## src/sv/bgc_pkg.sv

```systemverilog
// ----------------------------------------------------------------------------
// bgc_pkg
// Shared types, register indexes and helper functions for the button gesture
// classifier.
// ----------------------------------------------------------------------------
`default_nettype none

package bgc_pkg;

   localparam int CSR_ADDR_WIDTH = 3;
   localparam int CSR_DATA_WIDTH = 16;

   typedef enum logic [CSR_ADDR_WIDTH-1:0] {
      REG_SHORT_LIMIT       = 3'd0,
      REG_LONG_LIMIT        = 3'd1,
      REG_WINDOW_TICKS      = 3'd2,
      REG_BLINK_TICKS       = 3'd3,
      REG_MANY_CLICKS_LIMIT = 3'd4
   } reg_index_type;

   localparam logic [15:0] SHORT_LIMIT_RESET       = 16'd50;
   localparam logic [15:0] LONG_LIMIT_RESET        = 16'd400;
   localparam logic [15:0] WINDOW_TICKS_RESET      = 16'd200;
   localparam logic [15:0] BLINK_TICKS_RESET       = 16'd30;
   localparam logic [7:0]  MANY_CLICKS_LIMIT_RESET = 8'd3;

   typedef struct packed {
      logic [15:0] short_limit;
      logic [15:0] long_limit;
      logic [15:0] window_ticks;
      logic [15:0] blink_ticks;
      logic [7:0]  many_clicks_limit;
   } cfg_type;

   typedef enum logic [1:0] {
      MODE_IDLE   = 2'd0,
      MODE_LONG   = 2'd1,
      MODE_MEDIUM = 2'd2
   } mode_type;

   typedef struct packed {
      logic        led_a;
      logic        led_b;
      logic        held;
      logic [15:0] last_press_ticks;
      logic [7:0]  clicks_latched;
   } result_type;

   function automatic logic [15:0] sat_inc16(input logic [15:0] v);
      return (v == 16'hFFFF) ? v : v + 16'd1;
   endfunction

   function automatic mode_type mode_of(input logic [15:0] duration, input cfg_type cfg);
      if (duration > cfg.long_limit) begin
         return MODE_LONG;
      end else if (duration >= cfg.short_limit) begin
         return MODE_MEDIUM;
      end
      return MODE_IDLE;
   endfunction

endpackage

`default_nettype wire

```

## src/sv/bgc_csr.sv

```systemverilog
// ----------------------------------------------------------------------------
// bgc_csr
// Configuration register file with a plain write port.
// ----------------------------------------------------------------------------
`default_nettype none

module bgc_csr (
   input  wire logic                                clock,
   input  wire logic                                reset,
   input  wire logic                                csr_we,
   input  wire logic [bgc_pkg::CSR_ADDR_WIDTH-1:0]  csr_addr,
   input  wire logic [bgc_pkg::CSR_DATA_WIDTH-1:0]  csr_wdata,
   output bgc_pkg::cfg_type                         cfg
);

   bgc_pkg::cfg_type cfg_ff;
   bgc_pkg::cfg_type cfg_in;

   always_comb begin
      cfg_in = cfg_ff;
      if (csr_we) begin
         unique case (csr_addr)
            bgc_pkg::REG_SHORT_LIMIT:       cfg_in.short_limit       = csr_wdata;
            bgc_pkg::REG_LONG_LIMIT:        cfg_in.long_limit        = csr_wdata;
            bgc_pkg::REG_WINDOW_TICKS:      cfg_in.window_ticks      = csr_wdata;
            bgc_pkg::REG_BLINK_TICKS:       cfg_in.blink_ticks       = csr_wdata;
            bgc_pkg::REG_MANY_CLICKS_LIMIT: cfg_in.many_clicks_limit = csr_wdata[7:0];
            default: ;
         endcase
      end
   end

   always_ff @(posedge clock) begin
      if (reset) begin
         cfg_ff.short_limit       <= bgc_pkg::SHORT_LIMIT_RESET;
         cfg_ff.long_limit        <= bgc_pkg::LONG_LIMIT_RESET;
         cfg_ff.window_ticks      <= bgc_pkg::WINDOW_TICKS_RESET;
         cfg_ff.blink_ticks       <= bgc_pkg::BLINK_TICKS_RESET;
         cfg_ff.many_clicks_limit <= bgc_pkg::MANY_CLICKS_LIMIT_RESET;
      end else begin
         cfg_ff <= cfg_in;
      end
   end

   assign cfg = cfg_ff;

endmodule

`default_nettype wire

```

## src/sv/bgc_core.sv

```systemverilog
// ----------------------------------------------------------------------------
// bgc_core
// Gesture state and its update for one tick or button edge, taken when step is high.
// ----------------------------------------------------------------------------
`default_nettype none

module bgc_core (
   input  wire logic          clock,
   input  wire logic          reset,
   input  wire logic          step,
   input  wire logic          action,
   input  wire logic          button_level,
   input  bgc_pkg::cfg_type   cfg,
   output bgc_pkg::result_type result
);

   logic        pressed_ff, pressed_in;
   logic [15:0] press_count_ff, press_count_in;
   logic [15:0] last_duration_ff, last_duration_in;
   logic        window_active_ff, window_active_in;
   logic [15:0] window_count_ff, window_count_in;
   logic [7:0]  click_count_ff, click_count_in;
   logic [7:0]  click_total_ff, click_total_in;
   logic [15:0] blink_count_ff, blink_count_in;
   logic        led_a_ff, led_a_in;
   logic        led_b_ff, led_b_in;

   bgc_pkg::mode_type release_mode;
   bgc_pkg::mode_type tick_mode;
   bgc_pkg::mode_type final_mode;

   always_comb begin
      pressed_in       = pressed_ff;
      press_count_in   = press_count_ff;
      last_duration_in = last_duration_ff;
      window_active_in = window_active_ff;
      window_count_in  = window_count_ff;
      click_count_in   = click_count_ff;
      click_total_in   = click_total_ff;
      blink_count_in   = blink_count_ff;
      led_a_in         = led_a_ff;
      led_b_in         = led_b_ff;
      release_mode     = bgc_pkg::mode_of(press_count_ff, cfg);
      tick_mode        = bgc_pkg::mode_of(last_duration_ff, cfg);

      if (action) begin
         if (!button_level) begin
            if (!pressed_ff) begin
               pressed_in     = 1'b1;
               press_count_in = '0;
            end
         end else if (pressed_ff) begin
            pressed_in       = 1'b0;
            last_duration_in = press_count_ff;
            press_count_in   = '0;
            if (press_count_ff < cfg.short_limit) begin
               if (!window_active_ff) begin
                  window_active_in = 1'b1;
                  window_count_in  = '0;
               end
               if (click_count_ff != 8'hFF) begin
                  click_count_in = click_count_ff + 8'd1;
               end
            end
            if (release_mode != bgc_pkg::MODE_IDLE) begin
               if (click_total_ff != '0) begin
                  led_a_in = (click_total_ff > cfg.many_clicks_limit);
                  led_b_in = (click_total_ff <= cfg.many_clicks_limit);
               end
               if (release_mode == bgc_pkg::MODE_LONG) begin
                  led_b_in = 1'b1;
                  led_a_in = !led_a_in;
               end else begin
                  led_a_in = 1'b1;
                  led_b_in = !led_b_in;
               end
               blink_count_in = '0;
            end
         end
      end else begin
         if (pressed_ff) begin
            press_count_in   = bgc_pkg::sat_inc16(press_count_ff);
            last_duration_in = press_count_in;
         end
         if (window_active_ff) begin
            window_count_in = bgc_pkg::sat_inc16(window_count_ff);
            if (window_count_in >= cfg.window_ticks) begin
               click_total_in   = click_count_ff;
               click_count_in   = '0;
               window_active_in = 1'b0;
               window_count_in  = '0;
            end
         end
         if (!pressed_ff && tick_mode != bgc_pkg::MODE_IDLE) begin
            blink_count_in = bgc_pkg::sat_inc16(blink_count_ff);
            if (blink_count_in >= cfg.blink_ticks) begin
               if (tick_mode == bgc_pkg::MODE_LONG) begin
                  led_b_in = 1'b1;
                  led_a_in = !led_a_ff;
               end else begin
                  led_a_in = 1'b1;
                  led_b_in = !led_b_ff;
               end
               blink_count_in = '0;
            end
         end
      end

      final_mode = bgc_pkg::mode_of(last_duration_in, cfg);
      if (!pressed_in && final_mode == bgc_pkg::MODE_IDLE && click_total_in != '0) begin
         led_a_in = (click_total_in > cfg.many_clicks_limit);
         led_b_in = (click_total_in <= cfg.many_clicks_limit);
      end

      result.led_a            = led_a_in;
      result.led_b            = led_b_in;
      result.held             = pressed_in;
      result.last_press_ticks = last_duration_in;
      result.clicks_latched   = click_total_in;
   end

   always_ff @(posedge clock) begin
      if (reset) begin
         pressed_ff       <= 1'b0;
         press_count_ff   <= '0;
         last_duration_ff <= '0;
         window_active_ff <= 1'b0;
         window_count_ff  <= '0;
         click_count_ff   <= '0;
         click_total_ff   <= '0;
         blink_count_ff   <= '0;
         led_a_ff         <= 1'b0;
         led_b_ff         <= 1'b0;
      end else if (step) begin
         pressed_ff       <= pressed_in;
         press_count_ff   <= press_count_in;
         last_duration_ff <= last_duration_in;
         window_active_ff <= window_active_in;
         window_count_ff  <= window_count_in;
         click_count_ff   <= click_count_in;
         click_total_ff   <= click_total_in;
         blink_count_ff   <= blink_count_in;
         led_a_ff         <= led_a_in;
         led_b_ff         <= led_b_in;
      end
   end

endmodule

`default_nettype wire

```

## src/sv/button_gesture_classifier_top.sv

```systemverilog
// ----------------------------------------------------------------------------
// button_gesture_classifier_top
// Click, medium press and long press detector for an active-low button.
// ----------------------------------------------------------------------------
// Each word on the req_ channel is one event: a 10 ms base tick or a button
// edge with the pin level. For every accepted word exactly one word leaves on
// the rsp_ channel with both LED levels, the held flag, the latest press
// duration and the click total of the last completed window.
// The block has two register stages: an input register and a result register.
// The gesture state updates in the cycle that moves a word from the input
// register into the result register, so a result reaches rsp_tvalid once
// that move has happened, which waits while the result register is full
// and stalled. One word per cycle is sustained while rsp_tready stays high;
// the state update is the only loop.
// When rsp_tready is low the result register holds its word and the input
// register still takes one more word; req_tready drops only when both are
// full. Synchronous reset empties both stages, clears all gesture state and
// loads the register defaults. The csr_ port writes a register at any clock
// edge with csr_we high; it is meant to be used while no word is in flight.
// ----------------------------------------------------------------------------
`default_nettype none

module button_gesture_classifier_top (
   input  wire logic                                clock,
   input  wire logic                                reset,
   input  wire logic                                req_tvalid,
   output logic                                     req_tready,
   input  wire logic [7:0]                          req_tdata,  // action, button_level
   output logic                                     rsp_tvalid,
   input  wire logic                                rsp_tready,
   // led_a, led_b, held, last_press_ticks[15:0], clicks_latched[7:0]
   output logic [31:0]                              rsp_tdata,
   input  wire logic                                csr_we,
   input  wire logic [bgc_pkg::CSR_ADDR_WIDTH-1:0]  csr_addr,
   input  wire logic [bgc_pkg::CSR_DATA_WIDTH-1:0]  csr_wdata
);

   bgc_pkg::cfg_type    cfg;
   bgc_pkg::result_type result;

   logic                in_valid_ff, in_valid_in;
   logic                in_action_ff;
   logic                in_level_ff;
   logic                out_valid_ff, out_valid_in;
   bgc_pkg::result_type out_data_ff;
   logic                advance;
   logic                req_take;

   bgc_csr u_csr (
      .clock     (clock),
      .reset     (reset),
      .csr_we    (csr_we),
      .csr_addr  (csr_addr),
      .csr_wdata (csr_wdata),
      .cfg       (cfg)
   );

   bgc_core u_core (
      .clock        (clock),
      .reset        (reset),
      .step         (advance),
      .action       (in_action_ff),
      .button_level (in_level_ff),
      .cfg          (cfg),
      .result       (result)
   );

   assign advance    = in_valid_ff && (!out_valid_ff || rsp_tready);
   assign req_tready = !in_valid_ff || advance;
   assign req_take   = req_tvalid && req_tready;

   assign in_valid_in  = req_take || (in_valid_ff && !advance);
   assign out_valid_in = advance || (out_valid_ff && !rsp_tready);

   always_ff @(posedge clock) begin
      if (reset) begin
         in_valid_ff  <= 1'b0;
         out_valid_ff <= 1'b0;
      end else begin
         in_valid_ff  <= in_valid_in;
         out_valid_ff <= out_valid_in;
      end
   end

   always_ff @(posedge clock) begin
      if (req_take) begin
         in_action_ff <= req_tdata[0];
         in_level_ff  <= req_tdata[1];
      end
      if (advance) begin
         out_data_ff <= result;
      end
   end

   assign rsp_tvalid = out_valid_ff;
   assign rsp_tdata  = {5'd0,
                        out_data_ff.clicks_latched,
                        out_data_ff.last_press_ticks,
                        out_data_ff.held,
                        out_data_ff.led_b,
                        out_data_ff.led_a};

   a_result_from_input : assert property (@(posedge clock) disable iff (reset)
      $rose(rsp_tvalid) |-> $past(in_valid_ff))
      else $error("result appeared without a buffered input word");

   a_stall_keeps_input : assert property (@(posedge clock) disable iff (reset)
      (in_valid_ff && rsp_tvalid && !rsp_tready) |=> in_valid_ff)
      else $error("input word lost while the result register was stalled");

   a_reset_empties : assert property (@(posedge clock)
      reset |=> (!in_valid_ff && !rsp_tvalid))
      else $error("pipeline not empty after reset");

endmodule

`default_nettype wire

```

## config.mk

```make
export PLATFORM = sky130hd
export DESIGN_NAME = button_gesture_classifier_top
export DESIGN_NICKNAME = d
export VERILOG_FILES = /design/src/sv/bgc_pkg.sv /design/src/sv/bgc_csr.sv /design/src/sv/bgc_core.sv /design/src/sv/button_gesture_classifier_top.sv
export SDC_FILE = /design/constraint.sdc
export NUM_CORES = 1
export LEC_CHECK = 0
export BUFFER_PORTS_ARGS = -buffer_cell sky130_fd_sc_hd__buf_2
export CAP_MARGIN = 15
export CORE_MARGIN = 3
export CORE_UTILIZATION = 40
export DETAILED_ROUTE_END_ITERATION = 8
export PLACE_DENSITY = 0.64
export SLEW_MARGIN = 20
export SYNTH_ARGS = -nofsm -noshare
export SYNTH_HDL_FRONTEND = slang
export SYNTH_SLANG_ARGS = --single-unit
```

## constraint.sdc

```tcl
create_clock -name clock -period 6.1 [get_ports clock]
set_input_delay 0.305 -clock clock [delete_from_list [all_inputs] [get_ports clock]]
set_output_delay 0.305 -clock clock [all_outputs]
set_load 0.005 [all_outputs]
```

# == Yosys cells after proc, flatten, opt, wreduce, memory -nomap -nowiden ==
# Index checks and enable logic that the tools add are counted.
# totals
wordCells,186
regBits,187
output_inout_bits,34
# classes
n_eq_ne,18
n_reduce_logical,41
n_lt_le_gt_ge,13
mux,86
n_addsub,4
# op_table
op,n
16-bit two-way mux,25
16-bit greater-or-equal comparator,5
8-bit two-way mux,10
16-bit by 1-bit adder with 16-bit output (second input constant),3
16-bit equality test (second input constant),3
16-bit > comparator,3
1-bit two-way mux,42
2-bit two-way mux,9
8-bit > comparator,2
8-bit less-or-equal comparator,2
16-bit < comparator,1
8-bit nonzero test,2
2-bit by 1-bit inequality test with 1-bit output (second input constant),6
2-bit nonzero test,6
1-bit logical NOT,10
2-bit AND reduction,5
8-bit by 1-bit adder with 8-bit output (second input constant),1
8-bit inequality test (second input constant),1
4-bit AND reduction,2
1-bit logical AND,7
7-bit AND reduction,1
3-bit by 2-bit equality test with 1-bit output (second input constant),2
6-bit AND reduction,1
5-bit AND reduction,1
other kinds (8),12

# == Longest topological paths before layout ==
# logic_depth
ltp_word,16
ltp_mapped,24

# == By module ==
# Synthesis repeated with hierarchy kept, for this count alone.
# unflattened
hier_cells,1428
area_unflattened_um2,12419.4
# by_module_without_submodules
module,cells_per_inst,instances,area_each_um2
bgc_core,1114,1,8508.2
bgc_csr,269,1,2895.3
button_gesture_classifier_top,45,1,1016.0

# == Worst setup path after synthesis ==
# Ideal clock, no wire load.
# synth_path
kind,register to register
from,register u_core.window_count_ff[4]
to,register u_core.led_b_ff
t_required_ps,6013
stages_incl_launch_ff,25
arrival_ps,5025
path_slack_ps,988
setup_ps,87
n_path_buf,3
path_cell_list,dfxtp_1 -> buf_2 -> and4_1 -> nand4_2 -> or3_1 -> buf_2 -> nor2b_1 -> and3_4 -> xor2_1 -> ha_1 -> nand2_1 -> nor2_1 -> nand4_1 -> o21ai_2 -> clkbuf_1 -> mux2_2 -> ha_1 -> a21o_1 -> a21oi_1 -> a21oi_1 -> a211o_1 -> o21ai_0 -> and4b_4 -> o41a_1 -> o31ai_1
# synth_lines
item,line_no,source
start: declaration,bgc_core.sv:21,"logic [15:0] window_count_ff, window_count_in;"
start signal: assignment,bgc_core.sv:139,window_count_ff <= window_count_in;
end signal: assignment,bgc_core.sv:144,led_b_ff <= led_b_in;
end: declaration,bgc_core.sv:26,"logic led_b_ff, led_b_in;"

==> run summary <==
status: finished clean
DRT antenna net count: 0
WL per Instance: 17.6 µm
Setup TNS: 0 ps
Finished Core Util: 45.1%
ranking of synthesized cells by area: dfxtp_1 (26%), ha_1 (15%), edfxtp_1 (7.2%), nand2_1 (7.2%), a21oi_1 (6.4%)
largest net degree at the start of global routing: 70
die width: 179 µm
Overflow after GRT: 0
max incr delay on CP: 530 ps
Fmax: 187 MHz
Reg power frac: 49.0%
Max VDD drop: 0.000195 V
max-slew violations: 0
CTS max path bufs: 2
Tightest Pin Transition: 1010 ps
cell family with most CP delay: simple AND/OR/NAND/NOR gates
# resized after CTS: 0
# setup viols final: 0
core area: 29200 µm²
leak pwr: 0.00530 µW
P per Cell Area: 200 nW/µm²
crit path kind: flop to flop
sequential-to-total area share from yosys stat: 33.6%
placed inst area: 12600 µm²
share of power burned in combinational logic: 9.0%
first-pass GRT wire length: 53200 µm
Reg2Reg Launch Point: u_core.window_count_ff[4]
Synth area leader: dfxtp_1
min-delay src: req_tdata[0]
cts bufs inserted: 17
worst-skew pair later-pin latency: 440 ps
DPL Wire Length: 24700 µm
Yosys reg bits: 187
max-cap violations: 0
Mean Syn Cell Area: 8.17 µm²
postcts setup bufs: 0
RR Endpoint: u_core.led_b_ff
CP Capture Type: flop
Netlist cell types: 88
overall power: 2630 µW
reg2reg path depth: 22
area grow syn2layout: 9.41%
gr usage total: 21.0%
Hold WS: 42.6 ps
Nets: 1673
NetSw: 734 µW
H-tree levels: 4
Clock transition at path regs: 80 ps
CP Data Required Time: 6450 ps
initial antenna violation count: 3
Ys Warns: 0
Detailed Routing Iterations Pass 1: 5
Port Buffers: 54
drt first-iter violations: 887
Primary FF master, synth: dfxtp_1
Post-Route WL: 33300 µm
Filler cells: 2883
GP Congestion: 0.886
share of the synthesized area in the top cell type: 26.3%
Startpoint Class: flop
hold path cells: 1
Starting Density: 41.2%
share of cells above drive strength 1: 9.50%
internal power: 1900 µW
Hold Vio Cnt, Final: 0
Die Y: 179 µm
diodes inserted: 0
worst-path maximum fanout: 17
CP max-delay cell: or3_1
Clock Power Share: 42.1%
final instance area: 13100 µm²
post-DR vias/cell: 5.72
ys async rst share: 0%
Final period util: 87.9%
CP bufs+invs: 1
worst path cell trace: and4_1 > nand4_2 > or3_1 > nor2b_1 > and3_4 > xor2_1 > ha_1 > nand2_1 > nor2_1 > nand4_1 > o21ai_2 > buf_4 > mux2_2 > ha_1 > a21o_1 > a21oi_1 > a21oi_1 > a211o_1 > o21ai_0 > and4b_4 > o41a_1 > o31ai_1
Post-Synthesis Cells: 1471
number of global-route vias before repair: 10037
Hold Path Class: input port to flop
fin crit period: 5360 ps
Sw Share: 27.8%
cell area after synthesis: 12000 µm²
r2r setup slk: 740 ps
routed vias: 10809
CTS tree: done
DRC Markers: 0
io pins: 66
Critical Path AT: 5710 ps
Post-synth EDFFs: 29
floorplan row count: 62
clock skew: 15.1 ps
Worst Hold End: in_action_ff
slew margin rel.: 32.8%
RSZ-0062 raised after global routing: no
die area: 32200 µm²
Hold-fix buffers, CTS: 0
clock sinks: 187
CTS Root Cell: clkbuf_16
-- cell usage in the layout, fill, tap and decap left out, types with 11 or more instances in the layout --
cell type  count
buf_2         53
clkbuf_16     17
o211ai_1      25
inv_1         85
and2_1        11
a21oi_1      153
nor4_1        12
xnor2_1       11
mux2_2        12
and3_1        24
nor3_1        24
a211oi_1      13
nor2_1        95
dfxtp_1      158
ha_1         148
nor2b_1       13
a22o_1        16
edfxtp_1      29
nand3_1       53
nand2b_1      18
o21ai_0       77
nand2_1      229
a31oi_1       16
a21o_1        13
nand4_1       30
-- through the flow --
step / worst slack (ps) / cells
floorplan: 988 / 1475
detailed placement: 840 / 1858
finish: 739 / 1890
CTS: 779 / 1890
global placement: 868 / 1858
global route: 289 / 1890
-- layer usage --
layer | up-vias | global-route usage [%] | wire length (µm)
met4 | 6 | 6.96 | 831
met1 | 5052 | 29.1 | 15700
met5 | - | 0 | 35
met3 | 56 | 3.94 | 2080
li1 | 5342 | - | -
met2 | 353 | 32.9 | 14700
-- how the worst max path moves through the flow --
| stage | start | end | slack, ps | cells past startpoint |
|---|---|---|---|---|
| floorplan | u_core.window_count_ff[4] | u_core.led_b_ff | 990 | 24 |
| global placement | u_core.window_count_ff[4] | u_core.led_b_ff | 870 | 22 |
| detailed placement | u_core.window_count_ff[4] | u_core.led_b_ff | 840 | 22 |
| CTS | u_core.window_count_ff[4] | u_core.led_b_ff | 780 | 22 |
| global route | u_core.window_count_ff[4] | u_core.led_b_ff | 290 | 22 |
| finish | u_core.window_count_ff[4] | u_core.led_b_ff | 740 | 22 |
-- Yosys cell counts, drive strengths merged, types with 4 or more instances --
library cell	number
nand2	229
dfxtp	158
a21oi	154
ha	148
nor2	97
inv	88
o21ai	81
nand3	54
clkbuf	43
nand4	33
edfxtp	29
nor3	26
and3	25
o211ai	25
buf	21
nand2b	18
a211oi	17
a22o	16
a31oi	16
a21o	13
and2	13
mux2	13
nor2b	13
nor4	13
xnor2	11
and4	9
or2	9
a22oi	8
o31ai	7
mux2i	6
nor3b	6
o21a	6
xor2	6
nand3b	5
or3	5
a21boi	4
o41ai	4
-- power groups by stage --
| stage | combinational [µW] | clock, µW | sequential, µW |
|---|---|---|---|
| floorplan | 153 | 0 | 1310 |
| global placement | 229 | 0 | 1320 |
| detailed placement | 234 | 0 | 1320 |
| CTS | 235 | 1120 | 1290 |
| global route | 263 | 1170 | 1290 |
| finish | 236 | 1110 | 1290 |
-- registers in the layout, indices dropped and copies added, names as in the netlist, 8 cells and up --
name and cells:
rsp_tdata 27, u_core.blink_count_ff 16, u_core.click_count_ff 8, u_core.click_total_ff 8, u_core.last_duration_ff 16, u_core.press_count_ff 16, u_core.window_count_ff 16, u_csr.cfg 72
-- final cells by class --
type | count | area, µm² | share of cell area (%)
timing repair buffer | 63 | 340 | 2.59
sequential | 187 | 4030 | 30.7
multi-input combinational | 1135 | 7390 | 56.2
clock buffer | 18 | 439 | 3.34
tap | 384 | 480 | 3.65
inverter | 89 | 334 | 2.54
clock inverter | 14 | 134 | 1.02
-- logic make-up after synthesis --
logic type	count (synthesis)	synth area share [%]
adders and majority gates	148	15.4
AOI/OAI and AO/OA	384	20.2
xor gates and xnor gates	17	1.24
other	1	0.0312
DFF	187	33.6
buffers and inverters	153	5.09
muxes	19	1.72
and+or+nand+nor	562	22.7
Note: power is estimated with default switching activity, not from simulation.
